**src/design/sorb_pkg.sv**
```systemverilog
// ----------------------------------------------------------------------------
// sorb_pkg
// Shared types and codes for the sequence reorder buffer.
// ----------------------------------------------------------------------------
package sorb_pkg;

  localparam logic [2:0] KIND_DELIVERED = 3'd0;
  localparam logic [2:0] KIND_BUFFERED  = 3'd1;
  localparam logic [2:0] KIND_DROP_OLD  = 3'd2;
  localparam logic [2:0] KIND_DROP_DUP  = 3'd3;
  localparam logic [2:0] KIND_DROP_FULL = 3'd4;

  typedef struct packed {
    logic [63:0] seq;
    logic [31:0] payload_handle;
    logic [15:0] payload_length;
  } sorb_in_t;

  typedef struct packed {
    logic [2:0]  kind;
    logic [63:0] out_seq;
    logic [31:0] out_handle;
    logic [15:0] out_length;
    logic        last;
    logic [63:0] ack_value;
    logic [5:0]  held_count;
  } sorb_out_t;

  typedef struct packed {
    logic load;
    logic cmp;
    logic act;
    logic pop;
  } sorb_cmd_t;

  typedef struct packed {
    logic out_free;
    logic hit;
    logic more_first;
    logic more_pop;
  } sorb_sts_t;

endpackage

```
**src/design/sorb_ctrl.sv**
```systemverilog
// ----------------------------------------------------------------------------
// sorb_ctrl
// Controller: sequences compare, action and drain of the reorder store.
// ----------------------------------------------------------------------------
module sorb_ctrl (
  input  logic               clk,
  input  logic               rst_n,
  input  logic               in_valid,
  output logic               in_ready,
  input  sorb_pkg::sorb_sts_t sts,
  output sorb_pkg::sorb_cmd_t cmd
);
  import sorb_pkg::*;

  typedef enum logic [3:0] {
    ST_IDLE  = 4'b0001,
    ST_CMP   = 4'b0010,
    ST_ACT   = 4'b0100,
    ST_DRAIN = 4'b1000
  } state_t;

  state_t state_r, state_nxt;

  assign in_ready = (state_r == ST_IDLE);

  always_comb begin
    cmd.load = in_valid && in_ready;
    cmd.cmp  = (state_r == ST_CMP);
    cmd.act  = (state_r == ST_ACT) && sts.out_free;
    cmd.pop  = (state_r == ST_DRAIN) && sts.out_free;
  end

  always_comb begin
    state_nxt = state_r;
    unique case (state_r)
      ST_IDLE: begin
        if (in_valid) state_nxt = ST_CMP;
      end
      ST_CMP: state_nxt = ST_ACT;
      ST_ACT: begin
        if (sts.out_free) state_nxt = (sts.hit && sts.more_first) ? ST_DRAIN : ST_IDLE;
      end
      ST_DRAIN: begin
        if (sts.out_free && !sts.more_pop) state_nxt = ST_IDLE;
      end
      default: state_nxt = ST_IDLE;
    endcase
  end

  always_ff @(posedge clk) begin
    if (!rst_n) state_r <= ST_IDLE;
    else        state_r <= state_nxt;
  end

endmodule

```
**config.mk**
```make
export PLATFORM = sky130hd
export DESIGN_NAME = sorb_ctrl
export DESIGN_NICKNAME = d
export VERILOG_FILES = /design/src/design/sorb_pkg.sv /design/src/design/sorb_ctrl.sv
export SDC_FILE = /design/constraint.sdc
export NUM_CORES = 1
export LEC_CHECK = 0
export ABC_AREA = 1
export BUFFER_PORTS_ARGS = -buffer_cell sky130_fd_sc_hd__clkbuf_2
export CAP_MARGIN = 20
export CORE_AREA = 2 2 39 41
export DETAILED_ROUTE_END_ITERATION = 6
export DIE_AREA = 0 0 41 43
export GPL_ROUTABILITY_DRIVEN = 0
export GPL_TIMING_DRIVEN = 0
export MAX_ROUTING_LAYER = met4
export SLEW_MARGIN = 30
export SYNTH_ARGS = -nofsm -noshare
export SYNTH_HDL_FRONTEND = slang
export SYNTH_SLANG_ARGS = --single-unit
```
**constraint.sdc**
```tcl
create_clock -name clk -period 1.31 [get_ports clk]
set_input_delay 0.131 -clock clk [delete_from_list [all_inputs] [get_ports clk]]
set_output_delay 0.131 -clock clk [all_outputs]
set_load 0.05 [all_outputs]
```
Word-level counts from Yosys, hierarchy flattened
Index checks and enable logic that the tools add are counted.
{ "totals": {"regBits": 4, "inputBits": 7, "output_inout_bits": 5} }
{ "classes": {"muxes": 5, "n_eq_ne": 7, "reduce_logical": 7} }
{ "op_table": {"columns": ["op", "count"], "rows": [
  ["$mux W4", 4],
  ["$pmux W4 S4", 1],
  ["$logic_and A1 B1 Y1", 5],
  ["$eq A4 B1 Y1 const B", 1],
  ["$eq A4 B2 Y1 const B", 1],
  ["$eq A4 B3 Y1 const B", 1],
  ["$eq A4 B4 Y1 const B", 1],
  ["$ne A2 B2 Y1 const B", 2],
  ["$reduce_and A3 Y1", 1],
  ["$ne A2 B1 Y1 const B", 1],
  ["$logic_not A1 Y1", 1]
]} }

Logic depth before layout (Yosys ltp)
Gate-level depths: netlist (run 1).
{ "logic_depth": {"depth_word": 4, "ltp_mapped": 7, "mapped_depth_nobuf": 7} }

Worst setup path before layout (run 1)
OpenSTA, ideal clock, no wires.
{ "synth_timing": {"kind": "register to output", "start": "reg state_r[0]", "end": "out cmd[3] in the netlist's numbering", "setup_slack_ns": -0.036, "stages_incl_launch_ff": 5, "path_buffers": 0, "t_required_ns": 1.179, "arrival_time_ns": 1.215, "cell_sequence": "dfxtp_1 inv_1 nor2_1 nand2_1 nor2_1"} }
{ "synth_rtl": {"columns": ["item", "line", "text"], "rows": [
  ["start, declared", "sorb_ctrl.sv:22", "state_t state_r, state_nxt;"],
  ["start signal, assigned", "sorb_ctrl.sv:52", "else state_r <= state_nxt;"],
  ["end, declared", "sorb_ctrl.sv:11", "output sorb_pkg::sorb_cmd_t cmd"]
]} }

==> summary by stage, run 1 <==
Run status
The flow ran to the end, and the final reports show no timing, DRC or antenna violations.

Power and ir drop
The analysis attributes to cell leakage a power of 0.230 nW. The worst vdd rail ir drop is 743 uV. The power density over the cells is 1280 nW/um^2.

Detailed routing
In this run the remaining antenna-violating nets after routing total 0. After detailed routing, the average wire length per cell comes to 7.64 um. For this run, the detailed router's first-pass iteration total came to 2. After the first detailed-routing iteration, the DRC count stood at 2.

The total detailed-routing wirelength is 573 um. The number of remaining DRC errors is 0. The final route contains 290 vias.

The detail-routed via count per cell is 3.87.

Critical path
Walking the worst path, the cells encountered are inv_2 > nor2_2 > nand2_1 > nor2_2 > buf_8. The register-to-register setup slack is 0.26 ns. In this run the critical register-to-register path is captured at state_r[0]. The slowest library cell on the worst path is dfxtp_4. Counting stages on the worst path, the most repeated cell is nor2_2. The buffering stage count on the worst path with inverters included is 2. For the worst setup path, the data required time is 1.18 ns. The highest cell delay on the worst timing path is 0.36 ns.

The number of cells on the critical path is 5. The highest net fanout along the worst path is 3. The arrival time of data at the critical path endpoint is 1.12 ns. STA classifies the critical path startpoint as a flip-flop. The launch instance of the worst register-to-register path is state_r[2].

The kind of cell with the highest combined delay along the critical path is flip-flops. The class of the most critical setup path is flip-flop to output pin. The number of cells on the worst reg-to-reg path is 8. The critical path endpoint category is an output pin.

Finish
The sequential standard cell area is 86.3 um^2. The area of the multi-input gates is 165 um^2. The antenna cell count is 0. After filler insertion, the fill cell instance count of the layout stands at 158. The top register by number of flip-flops is state_r.

The largest registers in the layout are state_r (4). The post-route netlist has 57.6% of its cells at a drive strength greater than 1. The fraction of the core area covered by cells at the end of the flow is 31.8%. The finished layout holds 75 standard cells, fillers aside. At the end of the flow, the number of nets in the layout was 68.

The area of all placed cells without fillers is 440 um^2. The layout-stage area growth over the synthesis result is 69.2%. The number of flip-flops under the largest register name is 4.

Clock network
The H-tree depth is 1. Clock tree synthesis inserted a total of 3 buffers. Clock tree synthesis selected as its root buffer the cell clkbuf_4. For the worst-skew pair, the clock arrives at the later sink with an insertion delay of 0.23 ns. Clock-pin slew was measured on the worst setup and hold paths at 0.04 ns. Buffers inserted to repair hold after CTS numbered 0. The clock passes through at most 2 buffers.

TritonCTS built the clock tree. The clock net in this run drives a total of 4 sinks.

Synthesis
Averaged over all synthesized cells, the footprint is 5.91 um^2. The flip-flop and latch count after synthesis is 4. The synthesized area is 260 um^2. The total nets after synthesis is 51.

The number of synthesis warnings is 0. The cell count after synthesis is 44. The fraction of the yosys area taken by sequential cells is 30.8%. The count of unique library cells instantiated by Yosys is 10.

Floorplan
Row generation in the floorplan step produced 14 rows. The effective utilization at floorplan is 18.8%. From bottom edge to top edge, the die measures 43 um.

In this run the count of I/O pins placed on the die edge is 12. Measured along the x axis, the die boundary spans 41 um. The area of the die is 1760 um^2. The core region area is 1380 um^2.

Hold path
The type of the most critical hold path is input pin to flip-flop. In this run the most critical hold path is launched from rst_n. The worst hold path terminates at state_r[3]. The worst hold path was traced through 3 stages.

Job
The max-capacitance violation count is 0.

GRT
The number of antenna violations at the first check in global routing came to 0. The via count of the first global-routing pass is 219. The total global routing overflow is 0. The wire length of the first global-routing pass is 779 um.

Global routing consumed, over all layers together, 7.19% of the routing resources. The maximum number of pins on one net before global-route repair is 5.

STA
The final-report setup violation count is 0. The worst-case setup margin in the final layout is 0.0593 ns. The final number of hold-violating endpoints was 0. The maximum achievable frequency is 800 MHz. The final period utilization is 95.5%.

The final-report max-slew violation count is 0. Between clock sinks in the finished design, the worst skew comes to 0.00173 ns. Setup repair after global routing could not meet its margin everywhere.

The worst max-slew margin expressed relative to the limit is 86.8%. The final critical delay including setup and external delays is 1.25 ns. The worst hold slack across all endpoints is 0.125 ns. For the pin with the worst max-slew slack, the measured transition is 0.198 ns.

Placed design
After detailed placement, the total cell area comes to 343 um^2. The placed instance count is 71. The HPWL after detailed placement is 432 um. Timing analysis after detailed placement gives a worst setup slack of 0.136 ns. During placement, the flow inserted port buffers numbering 11.
[per-layer routing]
layer	track usage, %	share of wire (%)	vias to the layer above
met1	8.33	41	122
li1	-	-	158
met3	3.14	9.2	0
met5	-	0	-
met4	8.00	0	0
met2	8.13	49	10
[cell families after synthesis]
| logic type | after synthesis | synth area share (%) |
|---|---|---|
| simple gates | 28 | 50.0 |
| flops | 4 | 30.8 |
| buf+inv | 11 | 17.3 |
| compound gates | 1 | 1.92 |
[placed cells by master (no fill, tap or decap)]
| master | Yosys | routed |
|---|---|---|
| a21oi_1 | 1 | 1 |
| buf_4 | 1 | 2 |
| buf_6 | 0 | 3 |
| buf_8 | 0 | 2 |
| clkbuf_2 | 0 | 6 |
| clkbuf_4 | 0 | 3 |
| dfxtp_1 | 4 | 1 |
| dfxtp_2 | 0 | 2 |
| dfxtp_4 | 0 | 1 |
| inv_1 | 10 | 7 |
| inv_2 | 0 | 3 |
| nand2_1 | 10 | 9 |
| nand2_2 | 0 | 1 |
| nand3_1 | 3 | 2 |
| nand3_2 | 2 | 3 |
| nor2_1 | 9 | 4 |
| nor2_2 | 3 | 6 |
| nor2_4 | 0 | 2 |
| nor3_1 | 1 | 1 |
[worst max-delay path by stage]
stage                       to  slack (ns)  startpoint
detailed placement      cmd[2]        0.14  state_r[3]
global placement        cmd[2]        0.12  state_r[3]
CTS                   in_ready       0.006  state_r[0]
global route            cmd[1]       -0.03  state_r[2]
finish                  cmd[1]        0.06  state_r[2]
floorplan           state_r[0]        0.09  state_r[3]
[stage by stage]
step,total power (W),TNS (ns)
after global placement,0.000357,0
after global routing,0.000608,-0.0377
after floorplan,0.000315,0
final,0.000565,0
after CTS,0.000532,0
after detailed placement,0.000359,0
[tightest hold or removal path: cells and delay by family]
| family | cells | cell delay, ns |
|---|---|---|
| buffers and inverters | 1 | 0.10 |
| and+or+nand+nor | 2 | 0.09 |
[synthesized netlist by cell type]
cell	count	area share [%]
dfxtp_1	4	31
nand3_1	3	5.8
nor3_1	1	1.9
nor2_2	3	7.2
nand3_2	2	7.7
nand2_1	10	14
buf_4	1	2.9
nor2_1	9	13
inv_1	10	14
a21oi_1	1	1.9
[power by group]
part | switching (W) | internal, W
Sequential | 0.0000201 | 0.000140
Combinational | 0.000165 | 0.0000908
Clock | 0.0000469 | 0.000102
Total | 0.000232 | 0.000333
[what timing repair did]
action                                  CTS  global route
buffers inserted                          0             1
pin swaps                                 0             3
gates resized for setup                   9            20
endpoints found under the setup margin    5             5
[final cells by class]
class | count | share of cell area, %
tap | 16 | 4.55
inverter | 10 | 8.52
buffer | 1 | 2.56
clock buffer | 3 | 5.11
sequential | 4 | 19.6
timing repair buffer | 12 | 22.2
multi-input combinational | 29 | 37.5
Power figures use the tool's default switching activity.
==> run 2: changes to the inputs <==
--- a/config.mk
+++ b/config.mk
@@ -14,6 +14,7 @@
 export GPL_ROUTABILITY_DRIVEN = 0
 export GPL_TIMING_DRIVEN = 0
 export MAX_ROUTING_LAYER = met4
+export REMOVE_ABC_BUFFERS = 1
 export SLEW_MARGIN = 30
 export SYNTH_ARGS = -nofsm -noshare
 export SYNTH_HDL_FRONTEND = slang
==> run 2 against run 1 <==
- total power about the same
- largest power group unchanged
- design area decreased by 6.2%
- clock-buffer cell count unchanged
==> summary by stage, run 2 (same netlist as run 1, synthesis figures left out) <==
Run status
The run finished with clean final reports.

Critical path
The critical path goes through inv_1 > nor2_2 > nand2_2 > nor2_2 > buf_8. In this design, the critical path's most frequently occurring cell is nor2_2. The highest net fanout along the worst path is 3.

The critical path endpoint category is an output pin. The class of the most critical setup path is flip-flop to output pin. In this run the register-to-register setup slack is 0.33 ns. The slowest stage of the critical path is the dfxtp_2 cell. The arrival time of data at the critical path endpoint is 1.12 ns. The critical path data required time is 1.18 ns. In this design, the stage delay of the slowest critical-path cell is 0.33 ns.

The sort of element at the start of the critical path is a flip-flop.

Finish
The repair_antennas step left the layout with diodes totalling 0. Once layout is complete, the cells apart from fillers number 73. The number of flip-flops under the largest register name is 4. Cells fill 29.8% of the core in the end. The post-route netlist has 47.4% of its cells at a drive strength greater than 1.

The library cell used most frequently in the layout, excluding fill and tap cells, is inv_1. At the end of the flow, the number of nets in the layout was 66. The top register by number of flip-flops is state_r. The layout-stage area growth over the synthesis result is 58.7%. In the final layout, the registers with the most flip-flops are state_r (4). In the layout the commonest cells are inv_1 (10), nand2_1 (9), nor2_2 (6), clkbuf_2 (6), nor2_1 (5).

STA
At the pin with the least slew margin, the transition time is 0.174 ns. Headroom to the max-slew limit came out at 88.4%. Clock skew on the completed layout was measured at 0.000393 ns. The final period utilization is 95.5%. The final-report max-slew violation count was 0.

On the final layout, the worst hold slack is 0.127 ns. The final critical delay including setup and external delays is 1.25 ns. The final-report setup violation count is 0.

Derived from the worst setup path, the maximum achievable clock frequency is 800 MHz. Setup repair after global routing could not meet its margin everywhere. In the final timing run, aggregate negative setup slack is 0 ns. The final number of hold-violating endpoints is 0.

Job
The max-capacitance violation count is 0.

Clock network
For this design, the CTS-stage hold fixing added 0 buffers. The tree built by TritonCTS fans out to 4 sinks. Buffers inserted during clock tree synthesis total 3. The clock tree from TritonCTS is built. The tree is rooted in a clkbuf_4. The H-tree depth is 1. After clock tree synthesis, the clock-pin slew on the worst setup and hold paths is 0.04 ns. For the worst-skew pair, the clock arrives at the later sink with an insertion delay of 0.23 ns. The largest buffer count on any clock path is 2. After clock tree synthesis, the setup repair step added 0 buffers.

GRT
The via count of the first global-routing pass was 213. Entering global routing, the biggest net connects 5 pins. The wire length of the first global-routing pass is 786 um.

The number of antenna violations at the first check in global routing is 0. The overall track demand over capacity in global routing is 7.19%. The total global routing overflow is 0.

Detailed routing
The detailed router placed 273 vias in this run. In the routed layout, each cell is associated on average with a via count of 3.74. In the routed design, unresolved DRC markers number 0. The total detailed-routing wirelength is 516 um. In this run the remaining antenna-violating nets after routing total 0. The count of routing violations after the opening detailed-route iteration is 4.

The average wire per standard cell is 7.07 um. The pre-antenna-repair detailed-routing pass consisted of 4 iterations.

Floorplan
The die is 41 um wide. The effective utilization at floorplan is 18.8%. The core region area is 1380 um^2. The initialized floorplan defines 14 standard-cell rows.

For this design the top-level I/O count stands at 12. The die covers 1760 um^2. The height of the chip is 43 um.

Hold path
The type of the most critical hold path is input pin to flip-flop.

Power and ir drop
The power density over the cells is 1370 nW/um^2. The static leakage is 0.224 nW. The worst vdd rail ir drop is 619 uV.

Placed design
The number of buffer cells added on primary ports is 11. In this run, placement finished with an instance count of 70. The HPWL after detailed placement is 418 um.
[run 2: cell types whose count changed in the layout (fill, tap and decap cells not counted), sizes merged]
cell and delta:
buf -3, clkbuf +1
[run 2: layout make-up]
cell class | instances | area [um^2]
multi-input combinational | 29 | 153
tap | 16 | 20.0
inverter | 10 | 37.5
timing repair buffer | 11 | 96.3
fill | 153 | 971
clock buffer | 3 | 22.5
sequential | 4 | 83.8
[run 2: what timing repair did]
item | in CTS | in global routing
hold endpoints to repair | 0 | 0
pin swaps | 0 | 2
gates resized for setup | 8 | 15
endpoints found under the setup margin | 5 | 5
[run 2: power by group]
group | leakage, nW | internal, W | switching, W
Sequential | 0.0335 | 0.000141 | 0.0000156
Combinational | 0.177 | 0.0000973 | 0.000161
Clock | 0.0138 | 0.000102 | 0.0000474
Total | 0.224 | 0.000341 | 0.000224
[run 2: through the flow]
stage,area (um^2),total power [W],setup WS (ns)
finish,413,0.000564,0.0595
floorplan,253,0.000308,-0.0355
CTS,382,0.000543,-0.0000810
global placement,328,0.000351,0.193
detailed placement,328,0.000352,0.194
global route,413,0.000609,-0.0231
[run 2: path summary, 6_finish.rpt]
kind	start	to	cells after the start
hold / removal	rst_n	state_r[3]	3
hold reg to reg	state_r[1]	state_r[2]	2
setup reg to reg	state_r[0]	state_r[0]	7
setup / recovery	state_r[0]	cmd[3]	5
[run 2: layer usage]
metal  global-route usage [%]  part of all wire [%]
met1                     8.65                    49
met2                     7.81                    41
met3                     3.14                   9.5
met4                     8.00                     0
met5                        -                     0
[run 2: critical path: cells and delay by family (launching register included)]
family	cells	cell delay (ns)
flip-flops	1	0.33
AND/OR/NAND/NOR	3	0.34
buffers and inverters	2	0.21
